## config.mk

```make
export PLATFORM = sky130hd
export DESIGN_NAME = straight_line_hit_coincidence
export DESIGN_NICKNAME = d
export VERILOG_FILES = /design/src/rtl/shlc_pkg.sv /design/src/rtl/shlc_front.sv /design/src/rtl/shlc_fifo.sv /design/src/rtl/shlc_back.sv /design/src/rtl/straight_line_hit_coincidence.sv
export SDC_FILE = /design/constraint.sdc
export NUM_CORES = 1
export LEC_CHECK = 0
export BUFFER_PORTS_ARGS = -buffer_cell sky130_fd_sc_hd__clkbuf_2
export CAP_MARGIN = 30
export CORE_ASPECT_RATIO = 1.5
export CORE_MARGIN = 10
export CORE_UTILIZATION = 45
export CTS_CLUSTER_SIZE = 24
export DETAILED_ROUTE_END_ITERATION = 16
export PLACE_DENSITY = 0.63
export SYNTH_ARGS = -nofsm -noshare
export SYNTH_HDL_FRONTEND = slang
export SYNTH_SLANG_ARGS = --single-unit
```

## constraint.sdc

```tcl
create_clock -name clk -period 7.7 [get_ports clk]
set_input_delay 0.77 -clock clk [delete_from_list [all_inputs] [get_ports clk]]
set_output_delay 0.77 -clock clk [all_outputs]
set_load 0.005 [all_outputs]
```

## src/rtl/shlc_pkg.sv

```systemverilog
package shlc_pkg;

    localparam int LAYERS_DEF    = 4;
    localparam int QUEUE_DEPTH   = 4;
    localparam int CH_PER_LAYER  = 24;
    localparam int LOC_COUNT     = 12;
    localparam int LOC_W         = 4;
    localparam int LAYER_W       = 4;
    localparam int CNT_W         = 5;
    localparam int CFG_IDX_W     = 4;
    localparam int CFG_DATA_W    = 24;
    localparam int IN_TDATA_W    = 64;
    localparam int OUT_TDATA_W   = 72;

    localparam logic [23:0] MIN_AREA_RST   = 24'd100000;
    localparam logic [15:0] TIME_LOW_RST   = 16'd14400;
    localparam logic [15:0] TIME_HIGH_RST  = 16'd24000;
    localparam logic [2:0]  MIN_LAYERS_RST = 3'd3;

    typedef enum logic [CFG_IDX_W-1:0] {
        REG_MIN_AREA   = 4'd0,
        REG_TIME_LOW   = 4'd1,
        REG_TIME_HIGH  = 4'd2,
        REG_MIN_LAYERS = 4'd3
    } cfg_reg_t;

    typedef struct packed {
        logic [23:0] min_area;
        logic [15:0] time_low;
        logic [15:0] time_high;
        logic [2:0]  min_layers;
    } cfg_t;

    typedef struct packed {
        logic               is_hit;
        logic               eoe;
        logic [LAYER_W-1:0] layer;
        logic [LOC_W-1:0]   loc;
    } hit_op_t;

    function automatic logic [LAYER_W-1:0] ch_layer(input logic [6:0] ch);
        logic [LAYER_W-1:0] l;
        if (ch >= 7'd120)
            l = 4'd5;
        else if (ch >= 7'd96)
            l = 4'd4;
        else if (ch >= 7'd72)
            l = 4'd3;
        else if (ch >= 7'd48)
            l = 4'd2;
        else if (ch >= 7'd24)
            l = 4'd1;
        else
            l = 4'd0;
        return l;
    endfunction

    function automatic logic [6:0] layer_base(input logic [LAYER_W-1:0] l);
        logic [6:0] b;
        case (l)
            4'd1:    b = 7'd24;
            4'd2:    b = 7'd48;
            4'd3:    b = 7'd72;
            4'd4:    b = 7'd96;
            4'd5:    b = 7'd120;
            default: b = 7'd0;
        endcase
        return b;
    endfunction

    // Column 2 for positions 0..7, 1 for 8..15, 0 for 16..23; row falls with position.
    function automatic logic [LOC_W-1:0] pos_loc(input logic [4:0] p);
        logic [1:0] col;
        logic [1:0] row;
        if (p < 5'd8)
            col = 2'd2;
        else if (p < 5'd16)
            col = 2'd1;
        else
            col = 2'd0;
        row = 2'd3 - p[2:1];
        return {col, row};
    endfunction

endpackage

```

## src/rtl/shlc_front.sv

```systemverilog
module shlc_front #(
    parameter int LAYERS = shlc_pkg::LAYERS_DEF
) (
    input  logic             clk,
    input  logic             rst_n,
    input  shlc_pkg::cfg_t   cfg,
    input  logic             in_valid,
    output logic             in_ready,
    input  logic             hit_valid,
    input  logic [6:0]       channel,
    input  logic             pickup_tight,
    input  logic             boards_matched,
    input  logic [7:0]       pulse_index,
    input  logic [15:0]      hit_time,
    input  logic [23:0]      hit_area,
    input  logic             end_of_event,
    output logic             op_valid,
    input  logic             op_ready,
    output shlc_pkg::hit_op_t op
);
    import shlc_pkg::*;

    localparam int CH_LIMIT = CH_PER_LAYER * LAYERS;

    logic               front_valid_reg;
    logic               front_valid_next;
    hit_op_t            op_reg;
    hit_op_t            op_next;
    logic               accept;
    logic               qualified;
    logic [LAYER_W-1:0] layer;
    logic [6:0]         pos_full;

    assign in_ready = !front_valid_reg || op_ready;
    assign accept   = in_valid && in_ready;

    always_comb
    begin
        qualified = hit_valid && !pickup_tight && boards_matched
                    && (pulse_index == 8'd0)
                    && (hit_time >= cfg.time_low) && (hit_time <= cfg.time_high)
                    && (hit_area >= cfg.min_area)
                    && ({3'b000, channel} < 10'(CH_LIMIT));
        layer    = ch_layer(channel);
        pos_full = channel - layer_base(layer);
        op_next.is_hit = qualified;
        op_next.eoe    = end_of_event;
        op_next.layer  = layer;
        op_next.loc    = pos_loc(pos_full[4:0]);
    end

    always_comb
    begin
        if (accept)
            front_valid_next = qualified || end_of_event;
        else if (op_ready)
            front_valid_next = 1'b0;
        else
            front_valid_next = front_valid_reg;
    end

    always_ff @(posedge clk or negedge rst_n)
    begin
        if (!rst_n)
            front_valid_reg <= 1'b0;
        else
            front_valid_reg <= front_valid_next;
    end

    always_ff @(posedge clk)
    begin
        if (accept)
            op_reg <= op_next;
    end

    assign op_valid = front_valid_reg;
    assign op       = op_reg;

endmodule

```

## src/rtl/shlc_fifo.sv

```systemverilog
module shlc_fifo #(
    parameter int DEPTH = shlc_pkg::QUEUE_DEPTH
) (
    input  logic              clk,
    input  logic              rst_n,
    input  logic              push_valid,
    output logic              push_ready,
    input  shlc_pkg::hit_op_t push_op,
    output logic              pop_valid,
    input  logic              pop_ready,
    output shlc_pkg::hit_op_t pop_op
);
    import shlc_pkg::*;

    localparam int PTR_W = (DEPTH > 1) ? $clog2(DEPTH) : 1;
    localparam int CNT_QW = $clog2(DEPTH + 1);

    hit_op_t           store_reg [DEPTH];
    logic [PTR_W-1:0]  wr_ptr_reg;
    logic [PTR_W-1:0]  wr_ptr_next;
    logic [PTR_W-1:0]  rd_ptr_reg;
    logic [PTR_W-1:0]  rd_ptr_next;
    logic [CNT_QW-1:0] count_reg;
    logic [CNT_QW-1:0] count_next;
    logic              do_push;
    logic              do_pop;

    assign push_ready = (count_reg < CNT_QW'(DEPTH));
    assign pop_valid  = (count_reg != '0);
    assign do_push    = push_valid && push_ready;
    assign do_pop     = pop_valid && pop_ready;
    assign pop_op     = store_reg[rd_ptr_reg];

    always_comb
    begin
        wr_ptr_next = wr_ptr_reg;
        rd_ptr_next = rd_ptr_reg;
        count_next  = count_reg;
        if (do_push)
            wr_ptr_next = (wr_ptr_reg == PTR_W'(DEPTH - 1)) ? '0 : wr_ptr_reg + 1'b1;
        if (do_pop)
            rd_ptr_next = (rd_ptr_reg == PTR_W'(DEPTH - 1)) ? '0 : rd_ptr_reg + 1'b1;
        if (do_push && !do_pop)
            count_next = count_reg + 1'b1;
        else if (do_pop && !do_push)
            count_next = count_reg - 1'b1;
    end

    always_ff @(posedge clk or negedge rst_n)
    begin
        if (!rst_n)
        begin
            wr_ptr_reg <= '0;
            rd_ptr_reg <= '0;
            count_reg  <= '0;
        end
        else
        begin
            wr_ptr_reg <= wr_ptr_next;
            rd_ptr_reg <= rd_ptr_next;
            count_reg  <= count_next;
        end
    end

    always_ff @(posedge clk)
    begin
        if (do_push)
            store_reg[wr_ptr_reg] <= push_op;
    end

endmodule

```

## src/rtl/shlc_back.sv

```systemverilog
module shlc_back #(
    parameter int LAYERS = shlc_pkg::LAYERS_DEF
) (
    input  logic              clk,
    input  logic              rst_n,
    input  logic [2:0]        min_layers,
    input  logic              op_valid,
    output logic              op_ready,
    input  shlc_pkg::hit_op_t op,
    output logic              out_valid,
    input  logic              out_ready,
    output logic              keep_event,
    output logic [31:0]       passed_count,
    output logic [31:0]       event_count
);
    import shlc_pkg::*;

    logic [LAYERS-1:0] mask_reg [LOC_COUNT];
    logic [LAYERS-1:0] mask_next [LOC_COUNT];
    logic [LAYERS-1:0] merged [LOC_COUNT];
    logic [LAYERS-1:0] hit_bits;
    logic              out_valid_reg;
    logic              out_valid_next;
    logic              keep_reg;
    logic              keep_next;
    logic [31:0]       kept_reg;
    logic [31:0]       kept_next;
    logic [31:0]       seen_reg;
    logic [31:0]       seen_next;
    logic              pop;
    logic              close;
    logic              keep_now;

    assign op_ready = !op.eoe || !out_valid_reg || out_ready;
    assign pop      = op_valid && op_ready;
    assign close    = pop && op.eoe;

    always_comb
    begin
        for (int j = 0; j < LAYERS; j++)
            hit_bits[j] = (op.layer == LAYER_W'(j));
        keep_now = 1'b0;
        for (int i = 0; i < LOC_COUNT; i++)
        begin
            merged[i] = mask_reg[i];
            if (op.is_hit && (op.loc == LOC_W'(i)))
                merged[i] = mask_reg[i] | hit_bits;
            if (CNT_W'($countones(merged[i])) >= {2'b00, min_layers})
                keep_now = 1'b1;
            if (close)
                mask_next[i] = '0;
            else if (pop)
                mask_next[i] = merged[i];
            else
                mask_next[i] = mask_reg[i];
        end
    end

    always_comb
    begin
        keep_next = keep_reg;
        kept_next = kept_reg;
        seen_next = seen_reg;
        if (close)
        begin
            keep_next = keep_now;
            seen_next = seen_reg + 32'd1;
            kept_next = kept_reg + {31'd0, keep_now};
        end
        if (close)
            out_valid_next = 1'b1;
        else if (out_ready)
            out_valid_next = 1'b0;
        else
            out_valid_next = out_valid_reg;
    end

    always_ff @(posedge clk or negedge rst_n)
    begin
        if (!rst_n)
        begin
            for (int i = 0; i < LOC_COUNT; i++)
                mask_reg[i] <= '0;
            out_valid_reg <= 1'b0;
            keep_reg      <= 1'b0;
            kept_reg      <= '0;
            seen_reg      <= '0;
        end
        else
        begin
            for (int i = 0; i < LOC_COUNT; i++)
                mask_reg[i] <= mask_next[i];
            out_valid_reg <= out_valid_next;
            keep_reg      <= keep_next;
            kept_reg      <= kept_next;
            seen_reg      <= seen_next;
        end
    end

    assign out_valid    = out_valid_reg;
    assign keep_event   = keep_reg;
    assign passed_count = kept_reg;
    assign event_count  = seen_reg;

endmodule

```

## src/rtl/straight_line_hit_coincidence.sv

```systemverilog
// Hit coincidence filter for a layered straight-line detector.
// The input stream carries one hit word per transfer: tuser is hit_valid, tlast
// marks the last word of an event, and tdata packs the hit fields. Hits that
// pass the quality cuts set one layer bit at one of twelve detector locations.
// Each tlast word produces exactly one output word with the keep decision and
// the running kept and seen event totals; other words produce nothing.
// The block accepts one input word per cycle when the output is drained.
// A tlast word loads the qualify register when accepted, then enters the
// four-entry queue and then loads the output register, where its output word
// becomes valid; a full queue or a stalled output can hold it in between.
// A stalled output holds its word while hit words keep flowing; once the next
// tlast word waits at the head of the queue, up to four more hit or tlast words
// fill the queue and the qualify register before tready deasserts.
// The cfg channel writes min_area, time_low, time_high and min_layers at
// indexes 0 to 3 and is always ready; other indexes are ignored. Write it only
// while no event is in flight.
// Reset clears the masks, the totals and the pipeline and restores the register
// defaults; the block is ready in the first cycle after reset.
module straight_line_hit_coincidence #(
    parameter int LAYERS = shlc_pkg::LAYERS_DEF,
    parameter int QDEPTH = shlc_pkg::QUEUE_DEPTH
) (
    input  logic                                  clk,
    input  logic                                  rst_n,
    input  logic                                  s_axis_tvalid,
    output logic                                  s_axis_tready,
    // channel[6:0], pickup_tight[7], boards_matched[8], pulse_index[16:9],
    // hit_time[32:17], hit_area[56:33], zero[63:57]
    input  logic [shlc_pkg::IN_TDATA_W-1:0]       s_axis_tdata,
    // hit_valid[0]
    input  logic                                  s_axis_tuser,
    input  logic                                  s_axis_tlast,
    output logic                                  m_axis_tvalid,
    input  logic                                  m_axis_tready,
    // keep_event[0], passed_count[32:1], event_count[64:33], zero[71:65]
    output logic [shlc_pkg::OUT_TDATA_W-1:0]      m_axis_tdata,
    input  logic                                  cfg_valid,
    output logic                                  cfg_ready,
    input  logic [shlc_pkg::CFG_IDX_W-1:0]        cfg_index,
    input  logic [shlc_pkg::CFG_DATA_W-1:0]       cfg_data
);
    import shlc_pkg::*;

    cfg_t    cfg_reg;
    cfg_t    cfg_next;
    hit_op_t front_op;
    hit_op_t back_op;
    logic    front_valid;
    logic    front_ready;
    logic    back_valid;
    logic    back_ready;
    logic    keep_event;
    logic [31:0] passed_count;
    logic [31:0] event_count;

    assign cfg_ready = 1'b1;

    always_comb
    begin
        cfg_next = cfg_reg;
        if (cfg_valid)
        begin
            case (cfg_index)
                REG_MIN_AREA:   cfg_next.min_area   = cfg_data;
                REG_TIME_LOW:   cfg_next.time_low   = cfg_data[15:0];
                REG_TIME_HIGH:  cfg_next.time_high  = cfg_data[15:0];
                REG_MIN_LAYERS: cfg_next.min_layers = cfg_data[2:0];
                default:        cfg_next = cfg_reg;
            endcase
        end
    end

    always_ff @(posedge clk or negedge rst_n)
    begin
        if (!rst_n)
        begin
            cfg_reg.min_area   <= MIN_AREA_RST;
            cfg_reg.time_low   <= TIME_LOW_RST;
            cfg_reg.time_high  <= TIME_HIGH_RST;
            cfg_reg.min_layers <= MIN_LAYERS_RST;
        end
        else
        begin
            cfg_reg <= cfg_next;
        end
    end

    shlc_front #(
        .LAYERS (LAYERS)
    ) u_front (
        .clk            (clk),
        .rst_n          (rst_n),
        .cfg            (cfg_reg),
        .in_valid       (s_axis_tvalid),
        .in_ready       (s_axis_tready),
        .hit_valid      (s_axis_tuser),
        .channel        (s_axis_tdata[6:0]),
        .pickup_tight   (s_axis_tdata[7]),
        .boards_matched (s_axis_tdata[8]),
        .pulse_index    (s_axis_tdata[16:9]),
        .hit_time       (s_axis_tdata[32:17]),
        .hit_area       (s_axis_tdata[56:33]),
        .end_of_event   (s_axis_tlast),
        .op_valid       (front_valid),
        .op_ready       (front_ready),
        .op             (front_op)
    );

    shlc_fifo #(
        .DEPTH (QDEPTH)
    ) u_fifo (
        .clk        (clk),
        .rst_n      (rst_n),
        .push_valid (front_valid),
        .push_ready (front_ready),
        .push_op    (front_op),
        .pop_valid  (back_valid),
        .pop_ready  (back_ready),
        .pop_op     (back_op)
    );

    shlc_back #(
        .LAYERS (LAYERS)
    ) u_back (
        .clk          (clk),
        .rst_n        (rst_n),
        .min_layers   (cfg_reg.min_layers),
        .op_valid     (back_valid),
        .op_ready     (back_ready),
        .op           (back_op),
        .out_valid    (m_axis_tvalid),
        .out_ready    (m_axis_tready),
        .keep_event   (keep_event),
        .passed_count (passed_count),
        .event_count  (event_count)
    );

    assign m_axis_tdata = {7'd0, event_count, passed_count, keep_event};

endmodule

```

# Word-level counts from Yosys, hierarchy flattened
# Memory sizes are Yosys's and may differ from the RTL's.
# Index checks and enable logic that the tools add are counted.
dict set report word_totals {
  input_bits 99
  out_inout_bits 75
  wordCells 247
  n_memories 1
  register_bits 191
  ram_bits 40
}
# name words width read_ports rd_clocked_by_memory_dff write_ports line_no
set memory_table {}
lappend memory_table {u_fifo.store_reg 4 10 1 0 1 shlc_fifo.sv:18} ;# hit_op_t store_reg [DEPTH];
dict set report op_classes {
  reduce_logical 48
  n_eq_ne 24
  mux 65
  n_addsub 44
  bitwise_logic 12
  magnitude_cmp 24
}
# cell count
set ops {}
lappend ops {{4-bit 2-to-1 mux} 40}
lappend ops {{5-bit adder} 12}
lappend ops {{5-bit by 3-bit >= comparator with 1-bit output} 12}
lappend ops {{1-bit by 1-bit adder with 2-bit output} 24}
lappend ops {{4-bit bitwise OR} 12}
lappend ops {{32-bit by 1-bit adder with 32-bit output} 1}
lappend ops {{32-bit by 1-bit adder with 32-bit output (second input constant)} 1}
lappend ops {{4-bit by 2-bit == test with 1-bit output (second input constant)} 8}
lappend ops {{1-bit logical AND} 25}
lappend ops {{5-bit one-hot mux with 5 select lines} 1}
lappend ops {{4-bit by 3-bit == test with 1-bit output (second input constant)} 6}
lappend ops {{24-bit >= comparator} 1}
lappend ops {{7-bit >= comparator (second input constant)} 3}
lappend ops {{1-bit 2-to-1 mux} 20}
lappend ops {{4-bit by 1-bit == test with 1-bit output (second input constant)} 4}
lappend ops {{4-bit == test (second input constant)} 4}
lappend ops {{16-bit >= comparator} 1}
lappend ops {{16-bit less-or-equal comparator} 1}
lappend ops {{4-bit logical NOT} 3}
lappend ops {{8-bit logical NOT} 1}
lappend ops {{2-bit AND reduction} 4}
lappend ops {{2-bit nonzero test} 4}
lappend ops {{7-bit by 5-bit >= comparator with 1-bit output (second input constant)} 1}
lappend ops {{7-bit by 6-bit >= comparator with 1-bit output (second input constant)} 1}
lappend ops {{other kinds (15)} 27}

# Logic depth before layout (Yosys ltp)
# An unclocked memory read counts as a cell.
dict set report depth {
  word_depth 20
  depth_mapped 23
  mapped_depth_nobuf 21
}

# By module
# From an unflattened synthesis, not the netlist that was laid out.
dict set report unflattened {
  cells_unflattened 1086
  area_unflattened_um2 12809.8
}
# mod area_each_um2 instances seq_area_each_um2 cells_per_inst
set by_module_without_submodules {}
lappend by_module_without_submodules {shlc_back 6553.8 1 2852.7 618}
lappend by_module_without_submodules {straight_line_hit_coincidence 2494.9 1 1500.2 140}
lappend by_module_without_submodules {shlc_fifo 1881.8 1 1376.3 91}
lappend by_module_without_submodules {shlc_front 1879.3 1 295.3 237}

# Least setup slack after synthesis
# No wires, ideal clock.
dict set report synth_path {
  kind {reg-to-reg}
  startpoint {reg u_fifo.rd_ptr_reg[0]}
  endpoint {reg u_back.kept_reg[20], in the netlist u_back.passed_count[20]}
  path_stages_with_launch 22
  t_required_ns 7.620
  period_less_slack_ns 5.088
  path_buffers 3
  setup_slack_ns 2.612
  setup_ns 0.080
  t_arrival_ns 5.008
  path_cell_list {dfrtp_1 > buf_6 > mux4_2 > nor2b_2 > and2_1 > buf_2 > a21o_1 > ha_1 > ha_1 > fa_1 > ha_1 > or4_1 > a221oi_1 > nand4b_1 > or3_1 > ha_1 > ha_1 > and4_4 > and2_4 > buf_6 > nand4_2 > xnor2_1}
}
dict set report synth_via {
  elab_chain_cells 20
  word_cells_on_any_way 119
  classes_between {add/sub: 37; order compare: 12; eq/ne: 14; mux: 24; bitwise: 12; reduce/logical: 19; memory: 1}
}
# item line_no
set synth_rtl {}
lappend synth_rtl {{start: declaration} shlc_fifo.sv:21} ;# logic [PTR_W-1:0] rd_ptr_reg;
lappend synth_rtl {{start signal: assignment} shlc_fifo.sv:60} ;# rd_ptr_reg <= rd_ptr_next;
lappend synth_rtl {{memory 4 x 10 bit (*)} n/a}
lappend synth_rtl {{4-bit by 1-bit == test with 1-bit output, or another cell as far along} shlc_back.sv:41} ;# hit_bits[j] = (op.layer == LAYER_W'(j));
lappend synth_rtl {{4-bit bitwise OR or 1-bit logical AND (tied branches)} {shlc_back.sv:47, shlc_back.sv:46}}
lappend synth_rtl {{4-bit 2-to-1 mux} shlc_back.sv:46} ;# if (op.is_hit && (op.loc == LOC_W'(i)))
lappend synth_rtl {{1-bit by 1-bit adder with 2-bit output (not written as such)} shlc_back.sv:48} ;# if (CNT_W'($countones(merged[i])) >= {2'b00, min_layers})
lappend synth_rtl {{5-bit adder (not written as such)} shlc_back.sv:48}
lappend synth_rtl {{5-bit by 3-bit >= comparator with 1-bit output} shlc_back.sv:48}
lappend synth_rtl {{1-bit 2-to-1 mux (11 in a row)} shlc_back.sv:48}
lappend synth_rtl {{1-bit 2-to-1 mux (*)} shlc_back.sv:48}
lappend synth_rtl {{named net u_back.keep_now} shlc_back.sv:32} ;# logic keep_now;
lappend synth_rtl {{32-bit by 1-bit adder with 32-bit output (*)} shlc_back.sv:68} ;# kept_next = kept_reg + {31'd0, keep_now};
lappend synth_rtl {{end signal: assignment} shlc_back.sv:95} ;# kept_reg <= kept_next;
lappend synth_rtl {{end: declaration} shlc_back.sv:26} ;# logic [31:0] kept_reg;
# Mark *: on every way through the listed nets, which the timed path passes. The rest lies on a longest branch.
# A chain may end at the register's enable or synchronous reset.

# Worst setup path after layout
dict set report layout_path {
  startpoint {reg u_fifo.rd_ptr_reg[0]}
  endpoint {reg u_back.kept_reg[29], in the netlist u_back.passed_count[29]}
}
# The elaborated chain is that of the path after synthesis.

==> metrics.md <==
| Metric | Value |
|---|---|
| Adder-cell share of the synthesized area | 15.96% |
| Req. time, crit path | 8.11 ns |
| Most frequent cells in the layout | 162 x dfrtp_1, 156 x clkbuf_2, 138 x ha_1, 100 x inv_1, 89 x nand2_1 |
| Post-place setup slack | 1.695 ns |
| Reg clk slew, reported paths | 0.07 ns |
| H-tree level count | 1 |
| Mapped cell area | 12450 sq um |
| # rows | 74 |
| Final #Nets | 1541 |
| WS Path Type | reg2reg |
| Mux contribution to synthesized area | 3.799% |
| Gate Count Post-Synth | 1133 |
| CTS buffer count | 24 |
| Synth cell types | 68 |
| Clock Root Buffer | clkbuf_16 |
| Initial antenna violation count | 0 |
| Hold_buf cts | 0 |
| Synth Register Bits | 226 |
| Sw Ratio | 33.58% |
| Area leader, netlist | dfrtp_1 |
| Final hold vios | 0 |
| CP Max Fanout | 12 |
| First-pass DRT Iterations | 4 |
| Internal power | 2570 uW |
| Chip width | 155.8 microns |
| Crit path time final | 5.941 ns |
| Via/cell ratio | 5.233 |
| RD Place Congestion | 0.8270 |
| Area share of and/or/nand/nor cells after synthesis | 12.53% |
| Largest net degree at the start of global routing | 104 |
| Post-synth top area share | 32.56% |
| Post-cts resize count | 0 |
| RSZ-0062 raised after global routing | false |
| Commonest register cell after synthesis | dfrtp_1 |
| Via count | 8639 |
| Starting Density | 45.74% |
| DRT antenna net count | 0 |
| Final Setup Violations | 0 |
| Largest family of logic cells by synthesized area | adder cells |
| Core ar. | 27220 sq um |
| Inst Count DP | 1607 |
| Seq pwr share | 40.5% |
| # clock sinks | 226 |
| Startpoint types | flop |
| Clock Path Buffers | 3 |
| DRC violations left | 0 |
| XOR/XNOR share of the synthesized area | 4.713% |
| Final Core Density | 52.72% |
| Final setup margin | 1.759 ns |
| Fin crit share | 77.16% |
| Largest cells by area after synthesis | dfrtp_1 33%, ha_1 14%, edfxtp_1 11% |
| Starting DRC count in detailed routing | 336 |
| I/O pin cnt | 174 |
| Die H | 223.7 microns |
| Avg WL per Cell | 16.75 microns |
| Post-synthesis compound-gate area fraction | 10.63% |
| P&R area growth vs syn | 15.25% |
| Clk pwr share | 30.3% |
| Min-Delay Path Class | in2async |
| Buffers on Ports | 157 |
| ANT cells | 0 |
| CTS tree | built |
| Drt total wl | 27660 microns |
| Max Fclk | 168.3 MHz |
| Max IR drop VDD | 0.1731 mV |
| Power Total | 3869 uW |
| First-pass GRT wire length | 46620 microns |
| Vias in the first global route | 9302 |
| Critical Path Source | u_fifo.rd_ptr_reg[0] |
| Final Max Tran Viols | 0 |
| Largest register FFs | 59 |
| Syn_area_per_cell | 10.99 sq um |
| Ratio of cells with drive above 1 in the final layout | 21.85% |
| Die area | 34860 sq um |
| Leak Pwr | 0.007438 uW |
| Post-synth EDFFs | 45 |
| Commonest non-fill, non-tap cell in the layout | dfrtp_1 |
| Gr usage total | 16.14% |
| Critical Path AT | 6.35 ns |
| Filler-free cell count of the finished design | 1651 |
| Async set or reset register ratio after synthesis | 80.09% |
| Reg-to-Reg Start | u_fifo.rd_ptr_reg[0] |
| Clk_skew | 0.02084 ns |
| Slew headroom | 36.00% |
| Number of max-cap violations | 0 |
| Status | complete, no violations |
| Postcts setup bufs | 0 |
| Yosys Warn Count | 0 |
| Crit. End Element | flop |
| Clk_lat worst skew | 0.53 ns |
| Combinational power share | 29.3% |
| Overflow after GRT | 0 |
| Pwr Density | 269.6 nW/um^2 |
| Slew @ Worst Pin | 0.9528 ns |
| P_sw | 1299 uW |
| DP HPWL | 20560 microns |
| Fin Setup TNS | 0 ns |
| Part of the Yosys area used for sequential elements | 47.42% |
==> power groups by stage <==
stage               Combinational [uW]  Sequential [uW]  Clock (uW)
CTS                               1150             1570        1200
global route                      1300             1600        1250
detailed placement                1150             1590           0
finish                            1130             1570        1170
floorplan                          849             1540           0
global placement                  1110             1590           0
==> layout make-up <==
type	instances	area [sq um]
Fill cell	2462	12870
Multi-Input combinational cell	773	5966
Sequential cell	226	5904
Timing Repair Buffer	166	878.3
Clock buffer	29	639.4
Tap cell	342	427.9
Inverter	100	375.4
Clock inverter	15	158.9
==> layer usage <==
layer / GRT usage (%) / up-vias / wire [microns] / share of wire, %
met5: 0 / - / 0 / 0
met4: 5.024 / 0 / 664 / 2.4
met3: 3.663 / 44 / 1637 / 5.9
met2: 30.58 / 182 / 14860 / 54
met1: 17.02 / 4183 / 10490 / 38
li1: - / 4230 / - / -
==> per-stage QoR <==
stage / instance area (sq um) / hold slack [ns]
final: 14350 / 0.3406
after global routing: 14350 / 0.4127
after CTS: 14350 / 0.3745
after detailed placement: 13550 / 0.4591
after global placement: 13520 / 0.4571
after floorplan: 12470 / 0.4587
==> path summary, 6_finish.rpt <==
kind	slack, ns	depth (start not counted)	to
setup / recovery	1.76	18	u_back.passed_count[29]
hold / removal	0.34	1	u_back.mask_reg[18]
setup reg to reg	1.76	18	u_back.passed_count[29]
hold reg to reg	0.46	1	u_back.passed_count[31]
max in group asynchronous	6.04	3	u_back.event_count[17]
min in group clk	0.43	3	cfg_reg[51]
==> cells by family (layout without fill, tap and decap cells) <==
group	after synthesis	after routing
simple gates	301	301
flops	226	226
compound gates	213	213
fa+ha+maj	151	151
buf+inv	140	310
xor+xnor	67	67
mux	33	33
other cells	2	8
==> worst max-delay path, stage by stage (launching register included) <==
cell and delay, ns:
dfrtp_1 0.76, mux4_2 0.66, nor2b_2 0.17, and2_1 0.59, a21o_1 0.20, ha_1 0.23
ha_1 0.21, fa_1 0.37, ha_1 0.20, or4_1 0.51, a221oi_1 0.22, nand4b_1 0.11
or3_1 0.45, ha_1 0.22, and3_1 0.19, and3_1 0.32, nand2_1 0.18, nor2_1 0.06
xor2_1 0.13
==> synthesized netlist by cell type, types with 3 or more instances <==
| cell | count |
|---|---|
| nor3_1 | 6 |
| nor2b_1 | 5 |
| nor2_4 | 4 |
| nor2_2 | 7 |
| inv_1 | 100 |
| clkbuf_1 | 13 |
| fa_1 | 13 |
| buf_4 | 13 |
| and4_1 | 10 |
| buf_2 | 9 |
| a21boi_0 | 11 |
| nand3_2 | 3 |
| mux2_2 | 24 |
| nand2_1 | 89 |
| dfstp_2 | 19 |
| xor2_1 | 15 |
| a21oi_1 | 64 |
| buf_6 | 3 |
| o221ai_1 | 3 |
| o21ai_0 | 54 |
| nand4_1 | 25 |
| a21o_1 | 58 |
| ha_1 | 138 |
| dfrtp_1 | 162 |
| nor2_1 | 77 |
| xnor2_1 | 52 |
| and3_1 | 13 |
| and2_1 | 11 |
| mux4_2 | 9 |
| o211ai_1 | 4 |
| nand2b_1 | 5 |
| nand3_1 | 24 |
| edfxtp_1 | 45 |
No activity file was read; power rests on OpenSTA's default activity.
